## src/design/chm_pkg.sv

```systemverilog
// Shared types and constants of the hash map engine.
// No dependencies.
package chm_pkg;

    localparam int OP_BITS        = 2;
    localparam int OUT_VALUE_BITS = 20;

    localparam logic [OP_BITS-1:0] OP_PUT    = 2'd0;
    localparam logic [OP_BITS-1:0] OP_GET    = 2'd1;
    localparam logic [OP_BITS-1:0] OP_REMOVE = 2'd2;

    // status of the front-to-back request queue
    typedef struct packed {
        logic full;
        logic empty;
    } q_status_t;

endpackage

```

## src/design/chm_front.sv

```systemverilog
// Front end: accepts request beats and computes the bucket (key mod BUCKET_COUNT).
// Depends on chm_pkg (q_status_t, OP_BITS).
module chm_front #(
    parameter int BUCKET_COUNT = 769,
    parameter int KEY_BITS     = 20,
    parameter int VALUE_BITS   = 20,
    parameter int BKT_W        = 10,
    parameter int ENTRY_W      = chm_pkg::OP_BITS + KEY_BITS + VALUE_BITS + BKT_W
) (
    input  logic                        clk,
    input  logic                        rst_n,
    input  logic                        in_valid,
    output logic                        in_stall,
    input  logic [chm_pkg::OP_BITS-1:0] req_type,
    input  logic [KEY_BITS-1:0]         key,
    input  logic [VALUE_BITS-1:0]       new_value,
    input  logic                        clearing,
    input  chm_pkg::q_status_t          q_stat,
    output logic                        push,
    output logic [ENTRY_W-1:0]          push_data
);

    localparam int LOG_B = $clog2(BUCKET_COUNT);
    localparam int REM_W = BKT_W + 1;
    localparam int SHIFT = KEY_BITS + LOG_B;
    localparam int PW    = SHIFT + KEY_BITS;
    // floor(2^SHIFT / B): the estimated quotient is low by at most one
    localparam logic [63:0] RECIP64 = (64'd1 << SHIFT) / BUCKET_COUNT;
    localparam logic [PW-1:0] RECIP = PW'(RECIP64);
    localparam logic [REM_W-1:0] B_REM = REM_W'(BUCKET_COUNT);

    logic                        s1_valid_reg;
    logic                        s1_valid_next;
    logic [chm_pkg::OP_BITS-1:0] s1_op_reg;
    logic [KEY_BITS-1:0]         s1_key_reg;
    logic [VALUE_BITS-1:0]       s1_val_reg;
    logic [PW-1:0]               s1_prod_reg;
    logic [PW-1:0]               s1_prod_next;

    logic                        s2_valid_reg;
    logic [chm_pkg::OP_BITS-1:0] s2_op_reg;
    logic [KEY_BITS-1:0]         s2_key_reg;
    logic [VALUE_BITS-1:0]       s2_val_reg;
    logic [REM_W-1:0]            s2_rem_reg;
    logic [REM_W-1:0]            s2_rem_next;

    logic [KEY_BITS-1:0]         quot;
    logic [REM_W-1:0]            rem_fix;
    logic [BKT_W-1:0]            bucket;
    logic                        advance;

    assign advance       = !s2_valid_reg || !q_stat.full;
    assign in_stall      = clearing || !advance;
    assign s1_valid_next = in_valid && !in_stall;
    assign s1_prod_next  = PW'(key) * RECIP;

    assign quot = s1_prod_reg[PW-1:SHIFT];
    // remainder < 2B, so REM_W-bit wraparound arithmetic is exact
    assign s2_rem_next = REM_W'(s1_key_reg) - REM_W'(REM_W'(quot) * B_REM);

    assign rem_fix   = (s2_rem_reg >= B_REM) ? (s2_rem_reg - B_REM) : s2_rem_reg;
    assign bucket    = rem_fix[BKT_W-1:0];
    assign push      = s2_valid_reg && !q_stat.full;
    assign push_data = {s2_op_reg, s2_key_reg, s2_val_reg, bucket};

    always_ff @(posedge clk or negedge rst_n)
    begin
        if (!rst_n)
        begin
            s1_valid_reg <= 1'b0;
            s2_valid_reg <= 1'b0;
        end
        else if (advance)
        begin
            s1_valid_reg <= s1_valid_next;
            s2_valid_reg <= s1_valid_reg;
        end
    end

    always_ff @(posedge clk)
    begin
        if (advance)
        begin
            s1_op_reg   <= req_type;
            s1_key_reg  <= key;
            s1_val_reg  <= new_value;
            s1_prod_reg <= s1_prod_next;
            s2_op_reg   <= s1_op_reg;
            s2_key_reg  <= s1_key_reg;
            s2_val_reg  <= s1_val_reg;
            s2_rem_reg  <= s2_rem_next;
        end
    end

endmodule

```

## config.mk

```make
export PLATFORM = sky130hd
export DESIGN_NAME = chm_front
export DESIGN_NICKNAME = d
export VERILOG_FILES = /design/src/design/chm_pkg.sv /design/src/design/chm_front.sv
export SDC_FILE = /design/constraint.sdc
export NUM_CORES = 1
export LEC_CHECK = 0
export BUFFER_PORTS_ARGS = -buffer_cell sky130_fd_sc_hd__buf_4
export CAP_MARGIN = 20
export CORE_ASPECT_RATIO = 1.4
export CORE_MARGIN = 1.5
export CORE_UTILIZATION = 55
export CTS_BUF_LIST = sky130_fd_sc_hd__clkbuf_2 sky130_fd_sc_hd__clkbuf_4 sky130_fd_sc_hd__clkbuf_8
export DETAILED_ROUTE_END_ITERATION = 8
export GPL_ROUTABILITY_DRIVEN = 0
export PLACE_DENSITY_LB_ADDON = 0.3
export REMOVE_ABC_BUFFERS = 1
export SLEW_MARGIN = 20
export SYNTH_ARGS = -nofsm -noshare
export SYNTH_HDL_FRONTEND = slang
export SYNTH_SLANG_ARGS = --single-unit
```

## constraint.sdc

```tcl
create_clock -name clk -period 6.78 [get_ports clk]
set_input_delay 0.339 -clock clk [delete_from_list [all_inputs] [get_ports clk]]
set_output_delay 0.339 -clock clk [all_outputs]
set_load 0.02 [all_outputs]
```

======== Word level (Yosys, flattened, before mapping) ========
Index checks and enable logic that the tools add are counted.
W data, S select, Z words.
word-level totals
  logic and storage cells ................. 24
  input bits .............................. 48
  output and inout bits ................... 54
  bits in registers ....................... 138
cells by class
  mux-type cells .......................... 1
  reduce and logical (&&, ||, !) cells .... 8
  magnitude comparators ................... 1
  multipliers ............................. 2
  $add $sub $neg .......................... 2
operator list
  kind                      number
  $mul A20 B21 Y41 const B  1
  $ge A11 B10 Y1 const B    1
  $mul A11 B10 Y11 const B  1
  $sub A11 B11 Y11          1
  $mux W10                  1
  $sub A10 B10 Y10 const B  1
  $logic_not A1 Y1          4
  $logic_and A1 B1 Y1       2
  $logic_or A1 B1 Y1        2

======== Logic depth before layout (Yosys ltp) ========
  word-level depth ........................ 6
  mapped depth ............................ 22

======== Least setup slack after synthesis ========
Ideal clock, no wire load.
  path type ............................... input to register
  start ................................... input port key[14]
  end ..................................... register s1_prod_reg[40] (data pin)
  data arrival time ....................... 5,767 ps
  setup time .............................. 260 ps
  stages on the path ...................... 18
  setup slack ............................. 753 ps
  cell sequence ........................... inv_1 fa_1 fa_1 inv_1 fa_1 fa_1 fa_1 fa_1 fa_1 ha_1 nand2_1 o22ai_1 a211oi_1 o21bai_1 a311o_1 a211o_1 a221oi_2 xnor2_1
between the ends
  cells in the longest elaborated chain, start to end .. 1
RTL lines
  element                     RTL line         source
  from (decl)                 chm_front.sv:15  input logic [KEY_BITS-1:0] key,
  $mul A20 B21 Y41            chm_front.sv:55  assign s1_prod_next = PW'(key) * RECIP;
  named net s1_prod_next[40]  chm_front.sv:38  logic [PW-1:0] s1_prod_next;
  to (signal assigned)        chm_front.sv:87  s1_prod_reg <= s1_prod_next;
  to (decl)                   chm_front.sv:37  logic [PW-1:0] s1_prod_reg;
The timed path passes the listed nets, and every way through them passes these cells.
A chain may end at the register's enable or synchronous reset.

======== Worst setup path after layout ========
Ends and elaborated chain as after synthesis.

==> impl_metrics.yaml <==
run_status:
  outcome: "complete, no violations"
finish:
  fin_nets: 1578
  diodes: 0
  layout-drive-gt1-share_pct: 11.3
  syn_to_final_growth_pct: 10.6
clock_tree:
  cts_resized: 0
  cts_tree: "yes"
  cts.path.max_buffers: 2
  clk_latency_ns: 0.38
  cts_htree_levels: 3
  clk_pin_slew_ns: 0.11
  clock-sinks: 108
  hold_buffers: 1
  cts_buffers: 9
  post_cts.repair.setup_buffers: 0
  root_buffer: "clkbuf_8"
routing:
  routedWlPerCell_um: 17.0
  antenna_left: 0
  post_drt_via_cell_ratio: 5.34
  route.detailed.drc: 0
  routed_wl_mm: 23.8
  num_vias: 7460
  drt-pass1-iter-count: 4
  drtIter0Drc: 211
global_routing:
  track_usage_pct: 22.4
  grt_pass1_vias: 8124
  grt_max_degree: 61
  overflow: 0
  antenna_found_initial: 0
  grt_pass1_wl_mm: 38.7
worst_setup_path:
  worstPathMaxFanout: 6
  cpMostUsedCell: "fa_1"
  critPathRequiredTime_ns: 6.92
  r2r_cells: 13
  crit_chain: "buf_4 > inv_1 > fa_1 > fa_1 > inv_1 > fa_1 > fa_1 > fa_1 > fa_1 > fa_1 > ha_1 > nand2_1 > o22ai_1 > a211oi_1 > o21bai_1 > a311o_1 > a211o_1 > a221oi_2 > xnor2_1"
  worstSetupEndpointType: "flip-flop"
  rrSetupSlack_ns: 3.00
  crit_arrival_ns: 6.35
  start_kind: "primary input"
  critPathSlowestCell: "fa_1"
  worstSetupPathType: "in2reg"
  cp_slowest_stage_delay_ns: 0.59
sta:
  min_period_ns: 6.20
  fmax_mhz: 161
  rsz0062_at_grt: "false"
  setup_tns_ns: 0
  finClkSkew_ns: 0.0167
  finalSetupViolCount: 0
  hold_viol: 0
  drv_slew: 0
  tightest_slew_ns: 0.722
  relSlewSlack_pct: 51.9
  fin_crit_sh_pct: 91.5
floorplanning:
  die_x_um: 128
  initial_utilization_pct: 56.2
  boundaryPins: 102
  rows: 63
  dieHeight_um: 178
  core_mm2: 0.0213
  die_area_mm2: 0.0227
yosys:
  yosysTopAreaCell: "edfxtp_1"
  synth-main-ff-cell: "edfxtp_1"
  synth-async-reset-ratio_pct: 1.85
  ys_ff_latch: 108
  yosys_warnings: 0
  ys_seq_area_share_pct: 27.0
  synth_edf_count: 106
  synth.area.top_cells: "edfxtp_1 27%, fa_1 26%, ha_1 25%, inv_1 8.8%, xnor2_1 1.8%"
  yosysTopAreaCellShare_pct: 26.6
  ys_types: 49
  syn-cell-area_mm2: 0.0120
  post_synth_inst_count: 1025
  synth_area_per_cell_um2: 11.7
min_path:
  holdCritPathClass: "in2reg"
  hold_depth: 1
placement:
  dp_hpwl_mm: 20.8
  io_buffers: 100
flow_run:
  maxCapViolations: 0
layer usage:
metal	vias up	part of all wire (%)	global-route usage, %
li1	3554	-	-
met1	3697	36	24.0
met2	161	57	44.1
met3	48	3.1	2.08
met4	0	3.7	9.88
met5	-	0	0
path summary, 6_finish.rpt:
check / from / endpoint
worst min-delay path: new_value[0] / s1_val_reg[0]
min in group asynchronous: rst_n / s2_valid_reg
worst max-delay path: key[14] / s1_prod_reg[40]
worst min register to register: s1_val_reg[13] / s2_val_reg[13]
worst max register to register: s1_key_reg[3] / s2_rem_reg[10]
max in group asynchronous: rst_n / s1_valid_reg
area by class of cell:
cell class	instances	area, um^2
multi-input cells	630	7660
repair buffers	102	768
clock inverters	5	40.0
inverters	282	1060
fillers	1750	8040
clock buffers	11	151
well taps	260	325
flip-flops and latches	108	3230
critical path, delay by kind of cell:
kind            cells  cell delay, ns
buf+inv             3            0.31
xor+xnor            1            0.09
simple gates        1            0.13
compound gates      6            1.47
fa+ha+maj           8            4.01
placed cells by master (no fill, tap or decap), types with 2 or more instances in the layout:
cell       Yosys  final
a211oi_1       3      3
a21boi_1       2      2
a21o_1        16     16
a21oi_1       25     25
a21oi_2        2      2
a221o_1        2      2
a221oi_2       2      2
a311o_1        2      2
and3_1         2      2
buf_4          0    101
clkbuf_8       0     11
dfrtp_1        2      2
edfxtp_1     106    106
fa_1         158    158
ha_1         239    239
inv_1        282    282
inv_6          0      3
nand2_1       26     25
nand2b_1       8      8
nand3_1       10     10
nand3b_1       2      2
nand4_1        9      9
nor2_1        22     22
nor2b_1        4      4
nor3_1        11     11
nor4_1         5      5
o2111ai_1      3      3
o21a_1         3      3
o21ai_0       11     11
o21ai_1        5      5
or2_2          2      2
or3_1          2      2
xnor2_1       25     25
xor2_1        12     12
through the flow:
step	area, um^2	setup WS [ns]	hold WS (ns)	util, %	std cells
finish	13200	0.577	0.124	62.2	1398
global route	13200	0.330	0.102	62.2	1398
CTS	13200	0.581	0.0991	62.2	1398
detailed placement	13000	0.166	0.126	61.3	1381
global placement	13000	0.243	0.123	61.3	1381
floorplan	11900	0.753	0.0434	-	1020
Yosys cell counts (all sizes together), types with 2 or more instances:
library cell	count
inv	282
nand3b	2
a311oi	2
xnor2	25
clkbuf	5
a221oi	3
o2111ai	3
nor2b	4
a31oi	2
a221o	2
nor2	22
a211oi	3
edfxtp	106
or3	2
nor4	5
a21boi	2
a21o	16
fa	158
a311o	2
xor2	12
a21oi	27
dfrtp	2
nand4	9
and3	2
o21a	3
nand3	10
nand2b	8
ha	239
or2	2
nor3	11
nand2	26
o21ai	16
logic make-up after synthesis:
family | count (synthesis) | share of synthesized area, %
and+or+nand+nor | 105 | 4.40
DFF | 108 | 27.0
buffers and inverters | 287 | 9.00
adders and majority gates | 397 | 51.4
muxes | 1 | 0.0837
xor gates and xnor gates | 37 | 2.71
AOI/OAI and AO/OA | 90 | 5.35
Power is not shown: default switching activity piles up to over one toggle a cycle in this logic, so the estimate is an artifact.
