### src/design/chm_pkg.sv
// Shared types and constants of the hash map engine.
// No dependencies.
package chm_pkg;

    localparam int OP_BITS        = 2;
    localparam int OUT_VALUE_BITS = 20;

    localparam logic [OP_BITS-1:0] OP_PUT    = 2'd0;
    localparam logic [OP_BITS-1:0] OP_GET    = 2'd1;
    localparam logic [OP_BITS-1:0] OP_REMOVE = 2'd2;

    // status of the front-to-back request queue
    typedef struct packed {
        logic full;
        logic empty;
    } q_status_t;

endpackage

### src/design/chm_queue.sv
// Two-entry request queue between front and back.
// Depends on chm_pkg (q_status_t).
module chm_queue #(
    parameter int WIDTH = 8
) (
    input  logic                clk,
    input  logic                rst_n,
    input  logic                push,
    input  logic [WIDTH-1:0]    push_data,
    input  logic                pop,
    output logic [WIDTH-1:0]    pop_data,
    output chm_pkg::q_status_t  q_stat
);

    logic [WIDTH-1:0] entry_reg [2];
    logic             wr_ptr_reg;
    logic             wr_ptr_next;
    logic             rd_ptr_reg;
    logic             rd_ptr_next;
    logic [1:0]       count_reg;
    logic [1:0]       count_next;
    logic             do_push;
    logic             do_pop;

    assign q_stat.full  = (count_reg == 2'd2);
    assign q_stat.empty = (count_reg == 2'd0);
    assign do_push      = push && !q_stat.full;
    assign do_pop       = pop && !q_stat.empty;
    assign pop_data     = entry_reg[rd_ptr_reg];

    always_comb
    begin
        wr_ptr_next = do_push ? !wr_ptr_reg : wr_ptr_reg;
        rd_ptr_next = do_pop ? !rd_ptr_reg : rd_ptr_reg;
        count_next  = count_reg;
        if (do_push && !do_pop)
        begin
            count_next = count_reg + 2'd1;
        end
        else if (do_pop && !do_push)
        begin
            count_next = count_reg - 2'd1;
        end
    end

    always_ff @(posedge clk or negedge rst_n)
    begin
        if (!rst_n)
        begin
            wr_ptr_reg <= 1'b0;
            rd_ptr_reg <= 1'b0;
            count_reg  <= 2'd0;
        end
        else
        begin
            wr_ptr_reg <= wr_ptr_next;
            rd_ptr_reg <= rd_ptr_next;
            count_reg  <= count_next;
        end
    end

    always_ff @(posedge clk)
    begin
        if (do_push)
        begin
            entry_reg[wr_ptr_reg] <= push_data;
        end
    end

endmodule

### config.mk
export PLATFORM = sky130hd
export DESIGN_NAME = chm_queue
export DESIGN_NICKNAME = d
export VERILOG_FILES = /design/src/design/chm_pkg.sv /design/src/design/chm_queue.sv
export SDC_FILE = /design/constraint.sdc
export NUM_CORES = 1
export LEC_CHECK = 0
export BUFFER_PORTS_ARGS = -buffer_cell sky130_fd_sc_hd__buf_4
export CAP_MARGIN = 5
export CORE_MARGIN = 1
export CORE_UTILIZATION = 48
export CTS_CLUSTER_DIAMETER = 100
export CTS_CLUSTER_SIZE = 25
export DETAILED_ROUTE_END_ITERATION = 12
export HOLD_SLACK_MARGIN = 0.15
export PLACE_DENSITY_LB_ADDON = 0.15
export REMOVE_ABC_BUFFERS = 1
export SLEW_MARGIN = 20
export SYNTH_ARGS = -nofsm -noshare
export SYNTH_HDL_FRONTEND = slang
export SYNTH_SLANG_ARGS = --single-unit
### constraint.sdc
create_clock -name clk -period 1.7 [get_ports clk]
set_input_delay 0.34 -clock clk [delete_from_list [all_inputs] [get_ports clk]]
set_output_delay 0.34 -clock clk [all_outputs]
set_load 0.01 [all_outputs]
-- Yosys cells after proc, flatten, opt, wreduce, memory -nomap -nowiden
Memory sizes are Yosys's and may differ from the RTL's.
Index checks and enable logic that the tools add are counted.
- add/sub/neg operators: 2
- eq/ne operators: 1
- muxes and demuxes: 4
- reduce and logical (&&, ||, !) cells: 12
- operators with widths (kind ; number):
    zero test 1 bit ; 6
    logical AND 1 bit ; 4
    two-way mux 2 bit ; 2
    adder 2 x 1 -> 2 bit (second input constant) ; 1
    == test 2 bit (second input constant) ; 1
    zero test 2 bit ; 1
    two-way mux 1 bit ; 2
    nonzero test 2 bit ; 1
    subtractor 2 x 1 -> 2 bit (second input constant) ; 1
- flip-flop bits (word level): 4
- RAM bits: 16
- input bits: 12
- logic and storage cells: 23
- memories kept: 1
- memory list (name ; words ; bits a word ; read ports ; clocked after Yosys merged registers in ; wr ports ; line ; source):
    entry_reg ; 2 ; 8 ; 1 ; 0 ; 1 ; chm_queue.sv:15 ; logic [WIDTH-1:0] entry_reg [2];

-- Longest topological paths before layout
Gate-level depths: netlist (run 1).
- depth in word-level cells: 7
- mapped depth: 7

-- Least setup slack after synthesis (run 1)
OpenSTA, ideal clock, no wires.
- kind: register to register
- start: register count_reg[0]
- end: memory entry_reg[0][0], enable pin
- library setup time: 370 ps
- data arrival time: 1022 ps
- data required time: 1330 ps
- setup slack: 308 ps
- stages on the path, launching flop included: 4
- buffers on the path: 0
- cell sequence: dfrtp_1 -> nand2b_1 -> nand2_2 -> nor2_1
- word-level cells in the longest chain between the ends: 5
- RTL lines (element ; line ; source):
    start, declared ; chm_queue.sv:20 ; logic [1:0] count_reg;
    start signal, assigned ; chm_queue.sv:58 ; count_reg <= count_next;
    == test 2 bit ; chm_queue.sv:25 ; assign q_stat.full = (count_reg == 2'd2);
    zero test 1 bit ; chm_queue.sv:27 ; assign do_push = push && !q_stat.full;
    logical AND 1 bit ; chm_queue.sv:27 ;
    two-way mux 1 bit ; chm_queue.sv:64 ; if (do_push)
    two-way mux 1 bit (not written as such) ; chm_queue.sv:66 ; entry_reg[wr_ptr_reg] <= push_data;
    end, declared ; chm_queue.sv:15 ;
Every way passes these cells.

-- Worst setup path after layout (run 1)
- start: register rd_ptr_reg
- end: output pop_data[7]
- word-level cells in the longest chain between the ends: 1
- RTL lines (element ; line ; source):
    start, declared ; chm_queue.sv:18 ; logic rd_ptr_reg;
    start signal, assigned ; chm_queue.sv:57 ; rd_ptr_reg <= rd_ptr_next;
    memory (2 x 8 bit) ; n/a ;
    end, declared ; chm_queue.sv:11 ; output logic [WIDTH-1:0] pop_data,
Every way passes these cells.

==> key figures, run 1 <==
Floorplan
  • DIE AREA: between 1500 and 2000 um2
  • Row count: 14
  • Starting Density: roughly 52%
  • Die X: about 42 um
  • Io pins: 22
  • Core ar.: ~1500 um2
  • Die H: between 40 and 50 um

STA
  • Clock Skew: approximately 0.004 ns
  • RSZ-0062 raised after global routing: false
  • Slack of the critical path: 0.0610 ns
  • Final period util: a little over nine tenths
  • Final setup vio count: 0
  • Tmin final: between 1.5 and 2 ns
  • Setup TNS: 0 ns
  • Worst-Margin Slew: a little under 0.4 ns
  • Fmax: around 610 MHz
  • Max-slew violations: 0
  • Relative slew slack: 74.0%
  • Final Hold Viols: 0

Detailed routing
  • Drt via density: just under 5
  • DRT Pass-1 Iters: 2
  • WL met1: 452 um
  • DRC Markers: 0
  • Top sig layer: met3
  • Final WL: between 1000 and 1500 um
  • Metal2 WL: around 630 um
  • Total number of vias: roughly 430
  • Routed wire length on met3: 52 um
  • Final ANT Viol Nets: 0
  • Initial DRC count: 2
  • WL per Instance: around 13 um

Critical path
  • Max FO, Critical Path: 9
  • Critical path endpoint category: primary output
  • CP arrival: roughly 1.3 ns
  • CP Data Required Time: 1.36 ns
  • Crit path launch type: register
  • CP Class: reg -> out

Place
  • Global placer's final weighted congestion: 0.626
  • Port bufs: 21
  • DP Worst Slack: between 0.2 and 0.25 ns
  • DPL Wire Length: 840 um

Finish
  • Area Overhead vs Synth: 31.0%
  • Nets: 86
  • Max FFs per register: 16
  • ANT cells: 0
  • Layout cells sized above 1: 45.8%
  • Fill cells: between 100 and 150

CTS
  • CTS tree: done
  • Clock Tree Root: clkbuf_4
  • CTS Buffer Depth: 2
  • Clock Sinks: 20
  • Htree depth: 1
  • CTS Buf Count: 3
  • Clk slew on worst S/H paths: 0.10 ns
  • Skew-Pair Late Insertion Delay: about 0.29 ns

Yosys
  • Post-Syn Area per Cell: 17.8 um2
  • Yosys warnings: 0
  • Register bit count reported by yosys: 20
  • Seq/Total Area, Yosys: between 70% and 80%
  • Synthesized area: 782 um2
  • Syn Inst Count: 44
  • Post-synth cell types: 15

GRT
  • GRT Util Overall: between 10 and 15%
  • Antenna violations before repair: 0
  • First-pass GRT wire length: between 1500 and 2000 um
  • Largest net degree at the start of global routing: 12
  • Number of global-route vias before repair: between 400 and 500
  • Gr ovfl total: 0

Power and ir drop
  • Seq pwr share: a little under half
  • Psw: 0.496 mW
  • P_int: 1.17 mW
  • Max VDD drop: between 0.0008 and 0.0009 V
  • Switching Share: between 20% and 30%
  • Leak: ~0.43 nW
  • Comb pwr share: between 30 and 40%
  • Clock power share: between 10% and 20%
  • Power per cell area: about 1600 nW/um2

Status
  • Status: completed

Min path
  • Class of the worst hold path: in -> reg

Run
  • Max-cap violation count: 0
[critical path, cell delays in order (launching register included)]
cell,delay [ns]
dfrtp_2,0.50
mux2_2,0.37
buf_4,0.14
[area by class of cell]
cell class	count	area (um2)	share of cell area, %
clock buffer	4	36.3	3.54
inverter	2	7.51	0.733
multi-input combinational	21	189	18.4
sequential	20	582	56.8
tap	16	20.0	1.95
timing repair buffer	25	190	18.6
[timing repair]
action                                  4_1_cts  5_1_grt
pin swaps                                     0        0
hold buffers                                  1        0
setup buffers                                 0        1
hold endpoints to repair                      4        0
endpoints found under the setup margin        8        5
gates resized for setup                       1        0
[synthesized netlist by cell type (all sizes together)]
library cell / count / area share [%]
ha: 1 / 1.6
dfrtp: 4 / 13
edfxtp: 16 / 61
mux2: 8 / 12
o21ai: 1 / 0.64
nand2: 1 / 0.80
xor2: 2 / 2.2
buf: 1 / 0.64
inv: 2 / 0.96
xnor2: 3 / 4.3
nand2b: 1 / 0.80
and3: 1 / 0.80
nor2: 3 / 1.4
[cell usage in the layout (no fill, tap or decap), types with 2 or more instances in the layout]
master and n:
xnor2_1 2, mux2_2 2, edfxtp_1 16, buf_4 24
dfrtp_1 3, inv_1 2, clkbuf_4 3, xor2_1 2
nor2_1 3, mux2_1 6
[metal layers]
layer / global-route usage (%) / up-vias
met1: 14.9 / 207
met2: 26.5 / 13
li1: - / 213
met3: 5.17 / 0
met5: 0 / -
met4: 7.50 / 0
[per-stage QoR]
step           utilization (%)  std cells  power [mW]  area (um2)  hold WS, ns
6_report                  68.0         88        1.66        1020        0.229
5_1_grt                   68.0         88        1.77        1020        0.205
4_1_cts                   67.5         87        1.67        1020        0.215
3_5_place_dp              64.4         82        1.41         970        0.137
3_3_place_gp              64.4         82        1.38         970        0.136
2_1_floorplan                -         43        1.12         777       0.0444
[cells by family after synthesis]
kind of cell / Yosys count / share of synthesized area [%]
AND/OR/NAND/NOR: 6 / 3.84
XOR/XNOR: 5 / 6.56
flip-flops: 20 / 74.2
buffers and inverters: 3 / 1.60
adder cells (fa/ha/maj): 1 / 1.60
AO/OA/AOI/OAI: 1 / 0.639
multiplexers: 8 / 11.5
[worst paths after layout]
kind,start,to,slack [ns],cells after the start
worst max-delay path,rd_ptr_reg$_DFFE_PN0P_,pop_data[7],0.06,2
worst min-delay path,push_data[4],entry_reg[0][4]$_DFFE_PP_,0.23,1
worst min register to register,count_reg[1]$_DFFE_PN0P_,count_reg[1]$_DFFE_PN0P_,0.53,1
min in group asynchronous,rst_n,rd_ptr_reg$_DFFE_PN0P_,0.37,2
max in group asynchronous,rst_n,rd_ptr_reg$_DFFE_PN0P_,1.23,2
worst max register to register,count_reg[0]$_DFFE_PN0P_,count_reg[1]$_DFFE_PN0P_,0.21,6
[power by group through the flow]
stage	logic [mW]	clock network, mW	registers (mW)
after floorplan	0.347	0	0.776
after global placement	0.577	0	0.801
after detailed placement	0.602	0	0.804
after CTS	0.601	0.272	0.799
after global routing	0.661	0.291	0.813
final	0.610	0.259	0.794
Power figures use the tool's default switching activity.
==> run 2: changes to the inputs <==
==> constraint.sdc (replaced) <==
create_clock -name clk -period 1.8 [get_ports clk]
set_input_delay 0.36 -clock clk [delete_from_list [all_inputs] [get_ports clk]]
set_output_delay 0.36 -clock clk [all_outputs]
set_load 0.01 [all_outputs]
==> run 2 against run 1 <==
Net effect: core utilization is 0.58 points higher; cell count is 1.1% lower; critical path depth stayed put; global-route usage is 0.78 points higher; largest cell class unchanged; highest routed layer unchanged.
==> key figures, run 2 (synthesized netlist as in run 1, its figures left out) <==
Place
  • Port bufs: 21 (unchanged)
  • Global placer's final weighted congestion: 0.637 (+1.8%)
  • Placement Cell Area: 970 um2 (unchanged)

CTS
  • Clock Sinks: 20 (unchanged)
  • CTS tree: done
  • CTS Buffer Depth: 2 (unchanged)
  • Htree depth: 1 (unchanged)
  • CTS Buf Count: 3 (unchanged)
  • Clk slew on worst S/H paths: 0.12 ns (+0.02 ns)
  • Skew-Pair Late Insertion Delay: 0.30 ns (about the same)
  • Clock Tree Root: clkbuf_4

Floorplan
  • Die X: 42.4 um (unchanged)
  • DIE AREA: 1790 um2 (unchanged)
  • Io pins: 22 (unchanged)
  • Starting Density: 51.9% (unchanged)
  • Row count: 14 (unchanged)
  • Core ar.: 1510 um2 (unchanged)
  • Die H: 42.4 um (unchanged)

Critical path
  • Reg-to-reg critical path endpoint: count_reg[1]$_DFFE_PN0P_
  • Reg2reg path depth: 7 (+1)
  • CP Class: reg -> out
  • CP Data Required Time: 1.44 ns (+0.08 ns)
  • Reg2Reg Setup Slack: 0.30 ns (+0.09 ns)
  • Worst reg2reg startpoint: count_reg[0]$_DFFE_PN0P_
  • Crit path launch type: register
  • Max FO, Critical Path: 9 (unchanged)
  • CP arrival: 1.33 ns (+0.03 ns)
  • Critical path endpoint category: primary output

STA
  • Final period util: 93.8%
  • Relative slew slack: 74.0% (about the same)
  • Max-slew violations: 0 (unchanged)
  • Final setup vio count: 0 (unchanged)
  • RSZ-0062 raised after global routing: false
  • Fmax: a little under 600 MHz
  • WHS: 0.231 ns (+0.00170 ns)
  • Tmin final: about 1.7 ns
  • Clock Skew: 0.0192 ns (+0.0152 ns)
  • Final Hold Viols: 0 (unchanged)
  • Setup TNS: 0 ns (unchanged)
  • Worst-Margin Slew: 0.390 ns (-0.0000328 ns)

Power and ir drop
  • Switching Share: 28.7% (-1.1 points)
  • Seq pwr share: 44.9% (-2.8 points)
  • P_int: 1.19 mW (+2.0%)
  • Max VDD drop: 0.000944 V (+18%)
  • Power per cell area: 1620 nW/um2 (-0.43%)
  • Psw: 0.479 mW (-3.3%)
  • Clock power share: 21.7% (+6.1 points)
  • Comb pwr share: 33.5% (-3.2 points)
  • Leak: 0.433 nW (+0.50%)

Detailed routing
  • Initial DRC count: 5 (+3)
  • Final WL: 1190 um (+5.3%)
  • WL per Instance: 13.7 um (+6.5%)
  • Total number of vias: 427 (-1.4%)
  • Final ANT Viol Nets: 0 (unchanged)
  • DRT Pass-1 Iters: 4 (+2)
  • Drt via density: 4.91 (-0.25%)
  • DRC Markers: 0 (unchanged)

GRT
  • GRT Util Overall: 15.6% (+0.78 points)
  • Largest net degree at the start of global routing: 13 (+1)
  • Gr ovfl total: 0 (unchanged)
  • First-pass GRT wire length: 1900 um (+3.8%)
  • Antenna violations before repair: 0 (unchanged)
  • Number of global-route vias before repair: 431 (-1.4%)

Min path
  • Hold endpoint: entry_reg[0][4]$_DFFE_PP_
  • Class of the worst hold path: in -> reg
  • Hold_sp: push_data[4]
  • Worst hold path cell count: 1 (unchanged)

Finish
  • Layout cells sized above 1: 45.1% (-0.76 points)
  • Final Cell Area: 1030 um2 (+0.85%)
  • Multi-input gate area: 189 um2 (unchanged)
  • Fill cells: 109 (-6.0%)
  • Commonest non-fill, non-tap cell in the layout: buf_4
  • Nets: 85 (-1.2%)
  • Area Overhead vs Synth: 32.2%
  • Max FFs per register: 16 (unchanged)
  • Most frequent cells in the layout: buf_4 (23), edfxtp_1 (16), mux2_1 (6)
  • ANT cells: 0 (unchanged)
  • Reg area: 582 um2 (unchanged)

Run
  • Max-cap violation count: 0 (unchanged)

Status
  • Status: completed
[run 2: worst max-delay path by stage]
stage,start,endpoint,slack [ns],cells after the start
3_5_place_dp,count_reg[0]$_DFFE_PN0P_,count_reg[1]$_DFFE_PN0P_,0.29,6
2_1_floorplan,count_reg[0]$_DFFE_PN0P_,entry_reg[0][0]$_DFFE_PP_,0.41,3
3_3_place_gp,rd_ptr_reg$_DFFE_PN0P_,pop_data[7],0.34,2
5_1_grt,rd_ptr_reg$_DFFE_PN0P_,pop_data[7],0.05,2
6_report,rd_ptr_reg$_DFFE_PN0P_,pop_data[7],0.11,2
4_1_cts,rd_ptr_reg$_DFFE_PN0P_,pop_data[7],0.1,2
[run 2: what timing repair did]
item | CTS | global route
resized for setup | 1 | 0
hold endpoints to repair | 4 | 0
setup endpoints to repair | 1 | 0
buffers inserted | 0 | 0
hold buffers | 1 | 0
[run 2: area by class of cell]
type / instances / share of cell area (%)
Tap cell: 16 / 1.94
Multi-Input combinational cell: 21 / 18.3
Sequential cell: 20 / 56.3
Clock inverter: 1 / 2.91
Inverter: 2 / 0.726
Timing Repair Buffer: 24 / 17.7
Clock buffer: 3 / 2.18
[run 2: metrics by stage]
step	total power, mW	util (%)	std cells	setup WS, ns
floorplan	1.06	-	43	0.408
global placement	1.30	64.4	82	0.340
detailed placement	1.33	64.4	82	0.294
CTS	1.68	68.6	87	0.0968
global route	1.77	68.6	87	0.0536
finish	1.67	68.6	87	0.112
[run 2: per-layer routing]
layer | global-route usage [%] | vias to the layer above | wire length [um]
met4 | 7.50 | 0 | 0
met1 | 17.7 | 203 | 493
met2 | 26.2 | 11 | 644
li1 | - | 213 | -
met3 | 5.17 | 0 | 54
met5 | 0 | - | 0
[run 2: critical path, stage by stage, from the launching register on]
cell	delay (ns)
dfrtp_2	0.51
mux2_2	0.37
buf_4	0.14
[run 2: power by group through the flow]
stage	registers [mW]	clock network, mW	logic [mW]
2_1_floorplan	0.733	0	0.328
3_3_place_gp	0.754	0	0.547
3_5_place_dp	0.760	0	0.568
4_1_cts	0.754	0.362	0.568
5_1_grt	0.770	0.388	0.614
6_report	0.750	0.362	0.559
